$ cat src/keyword_prefix_matcher_core_macros.svh
// Assertion macros used by the keyword prefix matcher back end.
`ifndef KEYWORD_PREFIX_MATCHER_CORE_MACROS_SVH
`define KEYWORD_PREFIX_MATCHER_CORE_MACROS_SVH

// Checks an expression at every clock edge outside reset.
`define KPM_ASSERT(label, expr) \
  label: assert property (@(posedge clk) disable iff (rst) (expr)) \
    else $error("keyword matcher assertion failed");

// Checks that a condition implies another in the same cycle.
`define KPM_ASSERT_IMP(label, ante, cons) \
  label: assert property (@(posedge clk) disable iff (rst) (ante) |-> (cons)) \
    else $error("keyword matcher assertion failed");

// Checks that a condition implies another in the following cycle.
`define KPM_ASSERT_NEXT(label, ante, cons) \
  label: assert property (@(posedge clk) disable iff (rst) (ante) |=> (cons)) \
    else $error("keyword matcher assertion failed");

`endif

$ cat src/kpm_pkg.sv
// Shared types, constants and functions of the keyword prefix matcher.
`default_nettype none

package kpm_pkg;

  localparam int COUNT_W     = 5;
  localparam int WINDOW_BITS = 128;
  localparam int RESULT_IDX_W = 5;

  localparam logic ACT_ADD   = 1'b0;
  localparam logic ACT_CHECK = 1'b1;

  typedef enum logic {
    ST_IDLE,
    ST_SCAN
  } back_state_t;

  // One classified item on its way from the front to the back.
  typedef struct packed {
    logic                   is_check;
    logic [WINDOW_BITS-1:0] bytes;
    logic [COUNT_W-1:0]     len;
  } cmd_t;

  // Folds ASCII upper-case letters to lower case when enabled.
  function automatic logic [7:0] fold_byte(input logic [7:0] c, input logic ci);
    logic [7:0] r;
    r = c;
    if (ci && (c >= 8'h41) && (c <= 8'h5A)) begin
      r = c + 8'h20;
    end
    return r;
  endfunction

endpackage

`default_nettype wire

$ cat src/kpm_front.sv
// Front end: classifies input beats and holds them in a two-entry queue.
`default_nettype none

module kpm_front #(
  parameter int MAX_KEYWORD_BYTES = 16
) (
  input  logic          clk,
  input  logic          rst,
  input  logic          push,
  output logic          full,
  input  logic          action,
  input  logic [63:0]   chars_low,
  input  logic [63:0]   chars_high,
  input  logic [4:0]    char_count,
  output logic          cmd_valid,
  output kpm_pkg::cmd_t cmd,
  input  logic          cmd_take
);
  import kpm_pkg::*;

  cmd_t       q [2];
  logic       wr_ptr;
  logic       rd_ptr;
  logic [1:0] fill;
  cmd_t       in_cmd;
  logic       do_push;

  always_comb begin
    in_cmd.is_check = (action == ACT_CHECK);
    in_cmd.bytes    = {chars_high, chars_low};
    // Counts beyond the longest keyword saturate.
    if (char_count > COUNT_W'(MAX_KEYWORD_BYTES)) begin
      in_cmd.len = COUNT_W'(MAX_KEYWORD_BYTES);
    end else begin
      in_cmd.len = char_count;
    end
  end

  assign full      = (fill == 2'd2);
  assign do_push   = push && !full;
  assign cmd_valid = (fill != 2'd0);
  assign cmd       = q[rd_ptr];

  always_ff @(posedge clk) begin
    if (do_push) begin
      q[wr_ptr] <= in_cmd;
    end
  end

  always_ff @(posedge clk) begin
    if (rst) begin
      wr_ptr <= 1'b0;
      rd_ptr <= 1'b0;
      fill   <= 2'd0;
    end else begin
      if (do_push) begin
        wr_ptr <= ~wr_ptr;
      end
      if (cmd_take) begin
        rd_ptr <= ~rd_ptr;
      end
      fill <= fill + {1'b0, do_push} - {1'b0, cmd_take};
    end
  end

endmodule

`default_nettype wire

$ cat config.mk
export PLATFORM = sky130hd
export DESIGN_NAME = kpm_front
export DESIGN_NICKNAME = d
export VERILOG_FILES = /design/src/keyword_prefix_matcher_core_macros.svh /design/src/kpm_pkg.sv /design/src/kpm_front.sv
export SDC_FILE = /design/constraint.sdc
export NUM_CORES = 1
export LEC_CHECK = 0
export BUFFER_PORTS_ARGS = -buffer_cell sky130_fd_sc_hd__buf_4
export CORE_MARGIN = 2
export CORE_UTILIZATION = 56
export DETAILED_ROUTE_END_ITERATION = 7
export PLACE_DENSITY_LB_ADDON = 0.12
export SKIP_LAST_GASP = 1
export SYNTH_ARGS = -nofsm -noshare
export SYNTH_HDL_FRONTEND = slang
export SYNTH_SLANG_ARGS = --single-unit
export TNS_END_PERCENT = 20
$ cat constraint.sdc
create_clock -name clk -period 7.95 [get_ports clk]
set_input_delay 1.1925 -clock clk [delete_from_list [all_inputs] [get_ports clk]]
set_output_delay 1.1925 -clock clk [all_outputs]
set_load 0.01 [all_outputs]
# --- Word level (Yosys, flattened, before mapping) ---
# Memory sizes are Yosys's and may differ from the RTL's. A register that Yosys moved wholly into a read port is not among the register bits.
# Cells that the tools add are included.
word_totals:
  latch_bits: 0
  ff_bits: 4
  ram_bits: 268
  output_inout_bits: 136
  rom_bits: 0
  word_cells: 18
  input_bits: 138
  mem_count: 1
classes:
  n_reduce_logical: 3
  n_mux: 5
  n_eq_ne: 1
  shifts: 0
  bitwise: 2
  mul: 0
  div: 0
  add_sub_neg: 2
  order_cmp: 1
memory_table:
  columns: ["memory", "words", "width", "read_ports", "rd_clocked_by_memory_dff", "write_ports", "line_no", "text"]
  rows:
  - ["q", 2, 134, 1, 1, 1, "kpm_front.sv:21", "cmd_t q [2];"]
op_table:
  columns: ["operator", "count"]
  rows:
  - ["$gt A5 B5 Y1 const B", 1]
  - ["$mux W5", 1]
  - ["$mux W1", 4]
  - ["$add A2 B1 Y2", 1]
  - ["$eq A2 B2 Y1 const B", 1]
  - ["$not A1 Y1", 2]
  - ["$reduce_bool A2 Y1", 1]
  - ["$sub A2 B1 Y2", 1]
  - ["$logic_and A1 B1 Y1", 1]
  - ["$logic_not A1 Y1", 1]

# --- Longest topological paths before layout ---
# Gate-level depths: netlist of run 1.
logic_depth:
  word_depth: 5
  ltp_mapped: 8
  ltp_nobuf: 8

# --- Least setup slack after synthesis of run 1 ---
# No wires, ideal clock.
synth_path:
  path_type: "input to register"
  startpoint: "input port push"
  endpoint: "memory q[1][0] (netlist name), enable pin"
  setup_time_ns: 0.510
  n_path_buf: 0
  arrival_ns: 4.324
  cell_stages: 1
  path_slack_ns: 3.116
  required_ns: 7.440
  cell_sequence: "and3_1"
synth_between:
  elab_chain_len: 3
synth_lines:
  columns: ["element", "line_no", "text"]
  rows:
  - ["from (decl)", "kpm_front.sv:9", "input logic push,"]
  - ["$logic_and A1 B1 Y1", "kpm_front.sv:40", "assign do_push = push && !full;"]
  - ["$mux W1", "kpm_front.sv:45", "if (do_push) begin"]
  - ["$mux W1 (implied by the code)", "kpm_front.sv:46", "q[wr_ptr] <= in_cmd;"]
  - ["to (decl)", "kpm_front.sv:21", null]
# No other way between the ends.

==> impl_results.md, run 1 <==
- Status: completed
- Main combinational cell family by area after synthesis: multiplexers
- Leakage: 5.07 nW
- Htree depth: 1
- Initial Util: 56.8%
- CP Capture Type: output port
- DP Area: 12400 um2
- CTS tree: done
- Port bufs: 273
- Post-Syn Nets: 588
- Fillcell total: approximately 1100
- Total GRT Usage: 19.1%
- Die X: 139 um
- Most common cell on crit path: buf_4
- Maximum root-to-sink buffer count: 3
- Synth Instances: 448
- Detail Placement HPWL: approximately 13000 um
- Setup ws final: 3610 ps
- Vias in the first global route: 5500
- Final cycle utilization of the critical path: 54.5%
- Setup TNS: 0 ps
- Clock slew at reported path FFs: approximately 60 ps
- Inst Count DP: between 900 and 1000
- CP Cell Sequence: buf_4, mux2_2, buf_4
- Crit path arrival time: 3140 ps
- GR Overflow Total: 0
- FP Rows: 49
- Initial antenna violation count: 0
- Fmax achieved: 0.231 GHz
- Total number of vias: 5039
- Library cells used by synthesis: 22
- Buf/Inv on CP: 2
- Power density over cell area: 262 nW/um2
- Share of layout cells above drive strength 1: 59.3%
- Synth warn: 0
- Worst-Margin Slew: 1050 ps
- DR vias/cell: 5.13
- Slowest Stage Delay on Critical Path: 1040 ps
- Xor/xnor share of the synthesized area: less than 1%
- Max Cap Viol: 0
- Setup crit start kind: register
- First-pass GRT wire length: 28800 um
- Slowest-stage cell, CP: dfxtp_4
- Worst IR Drop VDD: 217 uV
- Final hold viol count: 0
- Synth top area share: 79.2%
- Slew Viols, Final: 0
- Post-Synth Adder-Cell Area: less than 1%
- Setup Buffers After CTS: 0
- Worst Path Max Fanout: 71
- Final WL: between 15000 and 20000 um
- Final setup vio count: 0
- Antenna Cells: 0
- DRT antenna net count: 0
- PostCTS Resize Cnt: 0
- Num ports: 274
- Cts hold-fix bufs: 0
- RSZ-0062 raised after global routing: no
- Post-synth top cells: edfxtp_1 (268), mux2_2 (74), mux2_4 (60), buf_6 (8), buf_2 (7)
- CTS buffer count: 27
- Post-DR wirelength/cell: ~19 um
- Remaining DRCs: 0
- Required @ worst endpoint: slightly below 7000 ps
- Mapped cell area: 10200 um2
- Hold WC Path Type: register to register
- Rel. slew slack: 30.0%
- Setup Skew: 5.41 ps
- Clk root buf: clkbuf_16
- Router iterations before antenna repair: 4
- Power, Total: 3.46 mW
- Place WS: 4120 ps
- Die area: 19200 um2
- Die Y: ~140 um
- Commonest register cell after synthesis: edfxtp_1
- Crit Path Class: register to output port
- Number of synthesized register bits: 273
- Crit path max-delay family: buffers and inverters
- Final min period: 4340 ps
- Simple-Gate Fraction of Synth Area: less than 1%
- Area growth from synthesis to layout: 29.8%
- Worst-Skew Late Latency: a little over 500 ps
- GPL Wtd Cong: 0.775
- Post-synth EDFFs: approximately 270
- Compound-Gate Fraction of Synth Area: less than 1%
- Non-Filler Instances: 983
- Total core area: approximately 18000 um2
- Portion of netlist area occupied by mux cells: 17.1%
- Post-synthesis cell type with the largest combined area: edfxtp_1
- Initial drt markers: approximately 350
- Clock sinks: 273
- Avg Inst Size Synth: about 23 um2
- Synth top area cells: edfxtp_1 (79%), mux2_4 (8.9%), mux2_2 (8.2%), dfxtp_1 (0.99%), buf_6 (0.89%)
- Seq/Total Area, Yosys: between 80% and 90%
- Fin nets: ~880
- Cell with the most instances after synthesis: edfxtp_1
- Post-synth ARST share: 0%
- Design area: 13200 um2
- Largest net degree at the start of global routing: a little under 80
sequential cells by signal, indices dropped and copies added, names as in the netlist, named ones only:
register and count:
wr_ptr 1, q 268, fill 2, rd_ptr 1
kinds of logic after synthesis:
group                      after synthesis
AOI/OAI and AO/OA                        2
xor gates and xnor gates                 2
adders and majority gates                2
buffers and inverters                   20
DFF                                    273
muxes                                  134
and+or+nand+nor                         15
tightest hold or removal path: stages (launching register included):
cell,delay (ps)
dfxtp_1,330
xnor2_1,90
nor2_1,70
final cells by class:
type | count | area (um2) | share of cell area, %
clock inverter | 13 | 81.3 | 0.617
clock buffer | 33 | 698 | 5.30
inverter | 4 | 20.0 | 0.152
multi-input combinational | 155 | 1870 | 14.2
timing repair buffer | 276 | 2070 | 15.7
sequential | 273 | 8150 | 61.8
tap | 229 | 287 | 2.17
path summary, 6_finish.rpt:
path	startpoint	cells past startpoint	end	slack, ps
max	register	3	cmd[10]	3610
min	rd_ptr	2	rd_ptr	520
max reg2reg	fill[0]	5	q[0][25]	5160
min reg2reg	rd_ptr	2	rd_ptr	520
stage by stage:
| step | hold slack (ps) | utilization [%] |
|---|---|---|
| floorplan | 452 | - |
| global placement | 474 | 69.3 |
| detailed placement | 503 | 69.3 |
| CTS | 519 | 73.6 |
| global route | 537 | 73.6 |
| finish | 517 | 73.6 |
cells in the final DEF (no fill, tap or decap):
cell       Yosys  final
nor2b_1        5      5
ha_1           2      2
a21oi_1        1      1
or2_2          1      1
inv_6          0      1
bufinv_16      0      1
xor2_1         1      1
or3_1          1      1
nand2_1        1      1
mux2_2        74     74
dfxtp_1        5      4
edfxtp_1     268    268
mux2_4        60     60
clkinv_2       0      5
inv_1          4      3
buf_4          0    276
o21ai_0        1      1
and3_4         0      1
clkbuf_1       1      6
nand2b_1       1      1
and2_1         1      1
nor3_1         1      1
xnor2_1        1      1
clkinv_1       0      7
clkbuf_16      0     27
dfxtp_4        0      1
nor2_1         3      3
power by group:
part	leakage [nW]	internal (mW)	switching [mW]	total [mW]
sequential	2.54	1.74	0.0482	1.79
clock	0.384	0.650	0.482	1.13
combinational	2.14	0.291	0.243	0.533
metal layers:
layer  up-vias  wire, um  track usage [%]
met1      2449      7460             23.1
met4         0       622             7.76
met3        40      1520             5.49
met5         -         0                0
li1       2341         -                -
met2       209      9310             32.6
No activity file was read; power rests on OpenSTA's default activity.
==> run 2, diff against run 1 <==
--- a/config.mk
+++ b/config.mk
@@ -7,7 +7,7 @@
 export LEC_CHECK = 0
 export BUFFER_PORTS_ARGS = -buffer_cell sky130_fd_sc_hd__buf_4
 export CORE_MARGIN = 2
-export CORE_UTILIZATION = 56
+export CORE_UTILIZATION = 47
 export DETAILED_ROUTE_END_ITERATION = 7
 export PLACE_DENSITY_LB_ADDON = 0.12
 export SKIP_LAST_GASP = 1
==> constraint.sdc (replaced) <==
create_clock -name clk -period 3.6 [get_ports clk]
set_input_delay 0.54 -clock clk [delete_from_list [all_inputs] [get_ports clk]]
set_output_delay 0.54 -clock clk [all_outputs]
set_load 0.01 [all_outputs]
==> run 2 against run 1 <==
  * Final cell count up 5.4%
  * Register-to-register slack worse by 3800 ps
  * First-iteration DRC count down 33%
  * Routed wire length up 1.7%
==> impl_results.md, run 2 (synthesis results as in run 1) <==
- Area growth from synthesis to layout: 31.6% (was 29.8%)
- Worst IR Drop VDD: 376 uV (was 217 uV)
- Port bufs: 273 (unchanged)
- Num ports: 274 (unchanged)
- Clock Power Share: 33.7% (was 32.7%)
- Final hold viol count: 0 (unchanged)
- FF+latch area: 8150 um2 (unchanged)
- FP Rows: 53 (was 49)
- Non-Filler Instances: 1036 (was 983)
- Max Cap Viol: 0 (unchanged)
- Remaining DRCs: 0 (unchanged)
- PostCTS Resize Cnt: 0 (unchanged)
- Crit path max-delay family: buffers and inverters (unchanged)
- Status: completed (unchanged)
- Slowest-stage cell, CP: mux2_2 (was dfxtp_4)
- Final min period: 2460 ps
- Setup Skew: 7.18 ps (was 5.41 ps)
- Place WS: 1230 ps (was 4120 ps)
- Clk root buf: clkbuf_16 (unchanged)
- Reg2Reg Setup Slack: 1370 ps (was 5160 ps)
- Int Power: 6.04 mW (was 2.68 mW)
- Router iterations before antenna repair: 4 (unchanged)
- Setup ws final: 1140 ps (was 3610 ps)
- Worst-Skew Late Latency: 520 ps (was 510 ps)
- Maximum root-to-sink buffer count: 3 (unchanged)
- Die X: 151 um (was 139 um)
- Crit path arrival time: 1920 ps (was 3140 ps)
- Clock sinks: 273 (unchanged)
- Final core utilization: 63.4% (was 73.6%)
- Die area: 22800 um2 (was 19200 um2)
- Detail Placement HPWL: 12700 um (was 12600 um)
- Final setup vio count: 0 (unchanged)
- Comb pwr share: 16.0% (was 15.4%)
- Clock slew at reported path FFs: 60 ps (about the same)
- Crit Path Class: register to output port (unchanged)
- Initial drt markers: 235 (was 353)
- Largest net degree at the start of global routing: 78 (was 77)
- DR vias/cell: 4.88 (was 5.13)
- CP Cell Sequence: buf_12, mux2_2, buf_4 (was buf_4, mux2_2, buf_4)
- GPL Wtd Cong: 0.751 (was 0.775)
- GR Overflow Total: 0 (unchanged)
- Die Y: 151 um (was 139 um)
- Setup Buffers After CTS: 0 (unchanged)
- Fmax achieved: 0.406 GHz
- Buf/Inv on CP: 2 (unchanged)
- Fillcell total: 1525 (was 1112)
- Registers with the most flip-flops: q: 268 flops, fill: 2 flops (unchanged)
- CTS buffer count: 28 (was 27)
- DP Area: 12500 um2 (was 12400 um2)
- Inst Count DP: 986 (was 937)
- Required @ worst endpoint: 3060 ps (was 6760 ps)
- Final cycle utilization of the critical path: between 60% and 70%
- DRT antenna net count: 0 (unchanged)
- Total GRT Usage: 16.0% (was 19.1%)
- Total number of vias: 5053 (was 5039)
- Fin nets: 881 (was 877)
- Worst-Margin Slew: 579 ps (was 1050 ps)
- Initial Util: 48.2% (was 56.8%)
- CTS tree: done (unchanged)
- Commonest non-fill, non-tap cell in the layout: buf_4 (unchanged)
- Post-DR wirelength/cell: 18.6 um (was 19.2 um)
- Rel. slew slack: 61.4% (was 30.0%)
- Hold WC Path Type: primary input to register (was register to register)
- Share of layout cells above drive strength 1: 59.1% (was 59.3%)
- Antenna Cells: 0 (unchanged)
- Slowest Stage Delay on Critical Path: 400 ps (was 1040 ps)
- Final WL: 19200 um (was 18900 um)
- First-pass GRT wire length: 27800 um (was 28800 um)
- Hold Crit Start: chars_low[15] (was rd_ptr)
- RR Startpoint: fill[0] (unchanged)
- CP Capture Type: output port (unchanged)
- Setup TNS: 0 ps (unchanged)
- Setup crit start kind: register (unchanged)
- WHS: 199 ps (was 517 ps)
- RSZ-0062 raised after global routing: no (unchanged)
- Worst Path Max Fanout: 77 (was 71)
- Area of the multi-input gates: 1870 um2 (unchanged)
- Total core area: 21100 um2 (was 17900 um2)
- Most frequent cells in the layout: buf_4 (275), edfxtp_1 (268), mux2_2 (74) (was buf_4 (276), edfxtp_1 (268), mux2_2 (74))
- Sequential group share of total power: 50.3% (was 51.8%)
- Power density over cell area: 582 nW/um2 (was 262 nW/um2)
- Largest reg by FF count: q (unchanged)
- Vias in the first global route: 5208 (was 5500)
- Net Sw Frac: 22.3% (about the same)
- Htree depth: 1 (unchanged)
- Design area: 13400 um2 (was 13200 um2)
- Max reg flops: 268 (unchanged)
- Power, Total: 7.78 mW (was 3.46 mW)
- Cts hold-fix bufs: 0 (unchanged)
- P_sw: 1.74 mW (was 773 uW)
- Leakage: 5.12 nW (was 5.07 nW)
- Initial antenna violation count: 0 (unchanged)
- Slew Viols, Final: 0 (unchanged)
run 2: cell count changes in the layout (fill, tap and decap cells not counted), sizes merged:
cell	before	now
clkinv	12	9
clkbuf	33	40
buf	276	279
run 2: layout make-up:
| class | instances | share of cell area (%) |
|---|---|---|
| repair buffers | 279 | 16.0 |
| flip-flops and latches | 273 | 61.0 |
| multi-input cells | 155 | 14.0 |
| clock buffers | 40 | 5.74 |
| clock inverters | 10 | 0.533 |
| well taps | 275 | 2.57 |
| inverters | 4 | 0.150 |
run 2: power by group through the flow:
stage / logic [mW] / registers, mW / clock network, mW
global placement: 1.24 / 3.96 / 0
floorplan: 0.652 / 3.99 / 0
finish: 1.24 / 3.91 / 2.63
CTS: 1.27 / 3.92 / 2.69
detailed placement: 1.26 / 3.98 / 0
global route: 1.34 / 3.94 / 2.83
run 2: metal layers:
metal / share of wire (%) / GRT usage [%]
met3: 11 / 6.27
met4: 1.9 / 4.44
met2: 48 / 26.3
met1: 39 / 20.0
met5: 0 / 0
run 2: final timing paths:
kind,cells after the start,to
setup / recovery,3,cmd[132]
hold / removal,1,q[1][20]
setup reg to reg,5,q[0][70]
hold reg to reg,2,rd_ptr
==> run 3, diff against run 2 <==
--- a/config.mk
+++ b/config.mk
@@ -7,7 +7,7 @@
 export LEC_CHECK = 0
 export BUFFER_PORTS_ARGS = -buffer_cell sky130_fd_sc_hd__buf_4
 export CORE_MARGIN = 2
-export CORE_UTILIZATION = 47
+export CORE_UTILIZATION = 52
 export DETAILED_ROUTE_END_ITERATION = 7
 export PLACE_DENSITY_LB_ADDON = 0.12
 export SKIP_LAST_GASP = 1
==> constraint.sdc (replaced) <==
create_clock -name clk -period 2.4 [get_ports clk]
set_input_delay 0.36 -clock clk [delete_from_list [all_inputs] [get_ports clk]]
set_output_delay 0.36 -clock clk [all_outputs]
set_load 0.01 [all_outputs]
==> run 3 against run 2 <==
  * Clock-buffer cell count down 7
  * Global-route usage up 1.5 points
  * Clock power up 48%
  * Utilization up 5.8 points
  * Hold slack worse by 170 ps
  * Final cell count down 0.97%
  * Combinational power up 52%
  * Routed wire length down 0.40%
  * Largest power group unchanged
==> impl_results.md, run 3 (synthesis results as in run 1) <==
- Total number of vias: 5115 (was 5053)
- Cts hold-fix bufs: 0 (unchanged)
- RR Startpoint: fill[0] (unchanged)
- GR Overflow Total: 0 (unchanged)
- Total core area: 19300 um2 (was 21100 um2)
- Setup crit start kind: register (unchanged)
- Worst Path Max Fanout: 71 (was 77)
- Reg2Reg Setup Slack: 620 ps (was 1370 ps)
- Area growth from synthesis to layout: 31.8% (was 31.6%)
- Reg2reg end: q[0][101] (was q[0][70])
- Hold Crit Depth: 1 (unchanged)
- Status: completed (unchanged)
- Hold Crit Start: chars_low[12] (was chars_low[15])
- Largest net degree at the start of global routing: 77 (was 78)
- Commonest non-fill, non-tap cell in the layout: buf_4 (unchanged)
- FP Rows: 51 (was 53)
- Final cycle utilization of the critical path: around 93%
- Remaining DRCs: 0 (unchanged)
- Detail Placement HPWL: 12700 um (about the same)
- GPL Wtd Cong: 0.766 (was 0.751)
- Vias in the first global route: 5200 (was 5208)
- Largest reg by FF count: q (unchanged)
- Worst-Skew Late Latency: 520 ps (about the same)
- Die area: 20700 um2 (was 22800 um2)
- Total GRT Usage: 17.5% (was 16.0%)
- Place WS: 609 ps (was 1230 ps)
- Final setup vio count: 0 (unchanged)
- Router iterations before antenna repair: 4 (unchanged)
- Die Y: 144 um (was 151 um)
- Hold WC Path Type: primary input to register (unchanged)
- Final hold viol count: 0 (unchanged)
- Final WL: 19200 um (about the same)
- Setup Buffers After CTS: 0 (unchanged)
- CTS tree: done (unchanged)
- Slowest Stage Delay on Critical Path: 420 ps (was 400 ps)
- Setup Skew: 12.1 ps (was 7.18 ps)
- CTS buffer count: 27 (was 28)
- CP Cell Sequence: buf_12, mux2_2, buf_4 (unchanged)
- Clock sinks: 273 (unchanged)
- Post-DR wirelength/cell: 18.7 um (was 18.6 um)
- Buf/Inv on CP: 2 (unchanged)
- Hold endpoint: q[0][17] (was q[1][20])
- WHS: 24.0 ps (was 199 ps)
- Max Cap Viol: 0 (unchanged)
- Clk root buf: clkbuf_16 (unchanged)
- Htree depth: 1 (unchanged)
- Power density over cell area: 870 nW/um2 (was 582 nW/um2)
- DRT antenna net count: 0 (unchanged)
- Required @ worst endpoint: 2040 ps (was 3060 ps)
- Worst-Margin Slew: 470 ps (was 579 ps)
- Max reg flops: 268 (unchanged)
- Initial antenna violation count: 0 (unchanged)
- First-pass GRT wire length: 27500 um (was 27800 um)
- Fmax achieved: approximately 0.45 GHz
- Fin nets: 881 (unchanged)
- Worst IR Drop VDD: 580 uV (was 376 uV)
- PostCTS Resize Cnt: 0 (unchanged)
- Slowest-stage cell, CP: mux2_2 (unchanged)
- Die X: 144 um (was 151 um)
- RSZ-0062 raised after global routing: no (unchanged)
- Antenna Cells: 0 (unchanged)
- Clock slew at reported path FFs: 60 ps (about the same)
- Leakage: 5.13 nW (was 5.12 nW)
- Most frequent cells in the layout: buf_4 (274), edfxtp_1 (268), mux2_2 (74) (was buf_4 (275), edfxtp_1 (268), mux2_2 (74))
- FF-to-FF path depth: 5 (unchanged)
- Setup ws final: 169 ps (was 1140 ps)
- Non-Filler Instances: 1026 (was 1036)
- DR vias/cell: 4.99 (was 4.88)
- Initial drt markers: 307 (was 235)
- Setup TNS: 0 ps (unchanged)
- Num ports: 274 (unchanged)
- Maximum root-to-sink buffer count: 3 (unchanged)
- Port bufs: 273 (unchanged)
- CP Capture Type: output port (unchanged)
- Registers with the most flip-flops: q: 268 flops, fill: 2 flops (unchanged)
- Inst Count DP: 977 (was 986)
- Initial Util: 52.6% (was 48.2%)
- Share of layout cells above drive strength 1: 60.1% (was 59.1%)
- Crit path arrival time: 1870 ps (was 1920 ps)
- Slew Viols, Final: 0 (unchanged)
- Crit Path Class: register to output port (unchanged)
- Rel. slew slack: 68.7% (was 61.4%)
- Final min period: 2230 ps
- Crit path max-delay family: buffers and inverters (unchanged)
==> run 3: cell count changes in the layout (fill, tap and decap cells not counted), moves of 2 or more <==
| cell | change |
|---|---|
| buf_12 | +2 |
| clkbuf_1 | -5 |
| clkbuf_16 | -2 |
| clkinv_1 | +2 |
| clkinv_2 | +3 |
==> run 3: through the flow <==
stage | area [um2] | total power, mW | util, %
6_report | 13400 | 11.7 | 69.3
5_1_grt | 13400 | 12.1 | 69.3
4_1_cts | 13400 | 11.8 | 69.3
3_5_place_dp | 12600 | 7.89 | 65.0
3_3_place_gp | 12600 | 7.82 | 65.0
2_1_floorplan | 10200 | 6.96 | -
==> run 3: routing by layer <==
layer | routed length [um] | share of wire [%] | GRT usage (%) | up-vias
li1 | - | - | - | 2359
met1 | 7550 | 39 | 22.4 | 2498
met2 | 9260 | 48 | 28.1 | 221
met3 | 1820 | 9.5 | 6.03 | 37
met4 | 539 | 2.8 | 6.45 | 0
met5 | 0 | 0 | 0 | -
==> run 3: how the worst max path moves through the flow <==
stage / slack [ps] / from / cells past startpoint / endpoint
2_1_floorplan: -590 / fill[0] / 4 / q[0][0]
3_3_place_gp: 660 / push / 5 / q[0][119]
3_5_place_dp: 610 / push / 5 / q[0][118]
4_1_cts: 140 / register / 3 / cmd[30]
5_1_grt: 100 / register / 3 / cmd[43]
6_report: 170 / register / 3 / cmd[43]
==> run 3: layout make-up <==
type / instances / area [um2]
flip-flops and latches: 273 / 8150
inverters: 4 / 21.3
well taps: 265 / 332
repair buffers: 280 / 2180
multi-input cells: 155 / 1890
clock buffers: 33 / 698
fillers: 1295 / 5940
clock inverters: 16 / 124
==> run 3: power breakdown <==
group	total (mW)	internal, mW	switching, mW	leakage, nW
combinational	1.88	1.01	0.873	2.18
sequential	5.88	5.77	0.108	2.54
clock	3.90	2.27	1.63	0.404
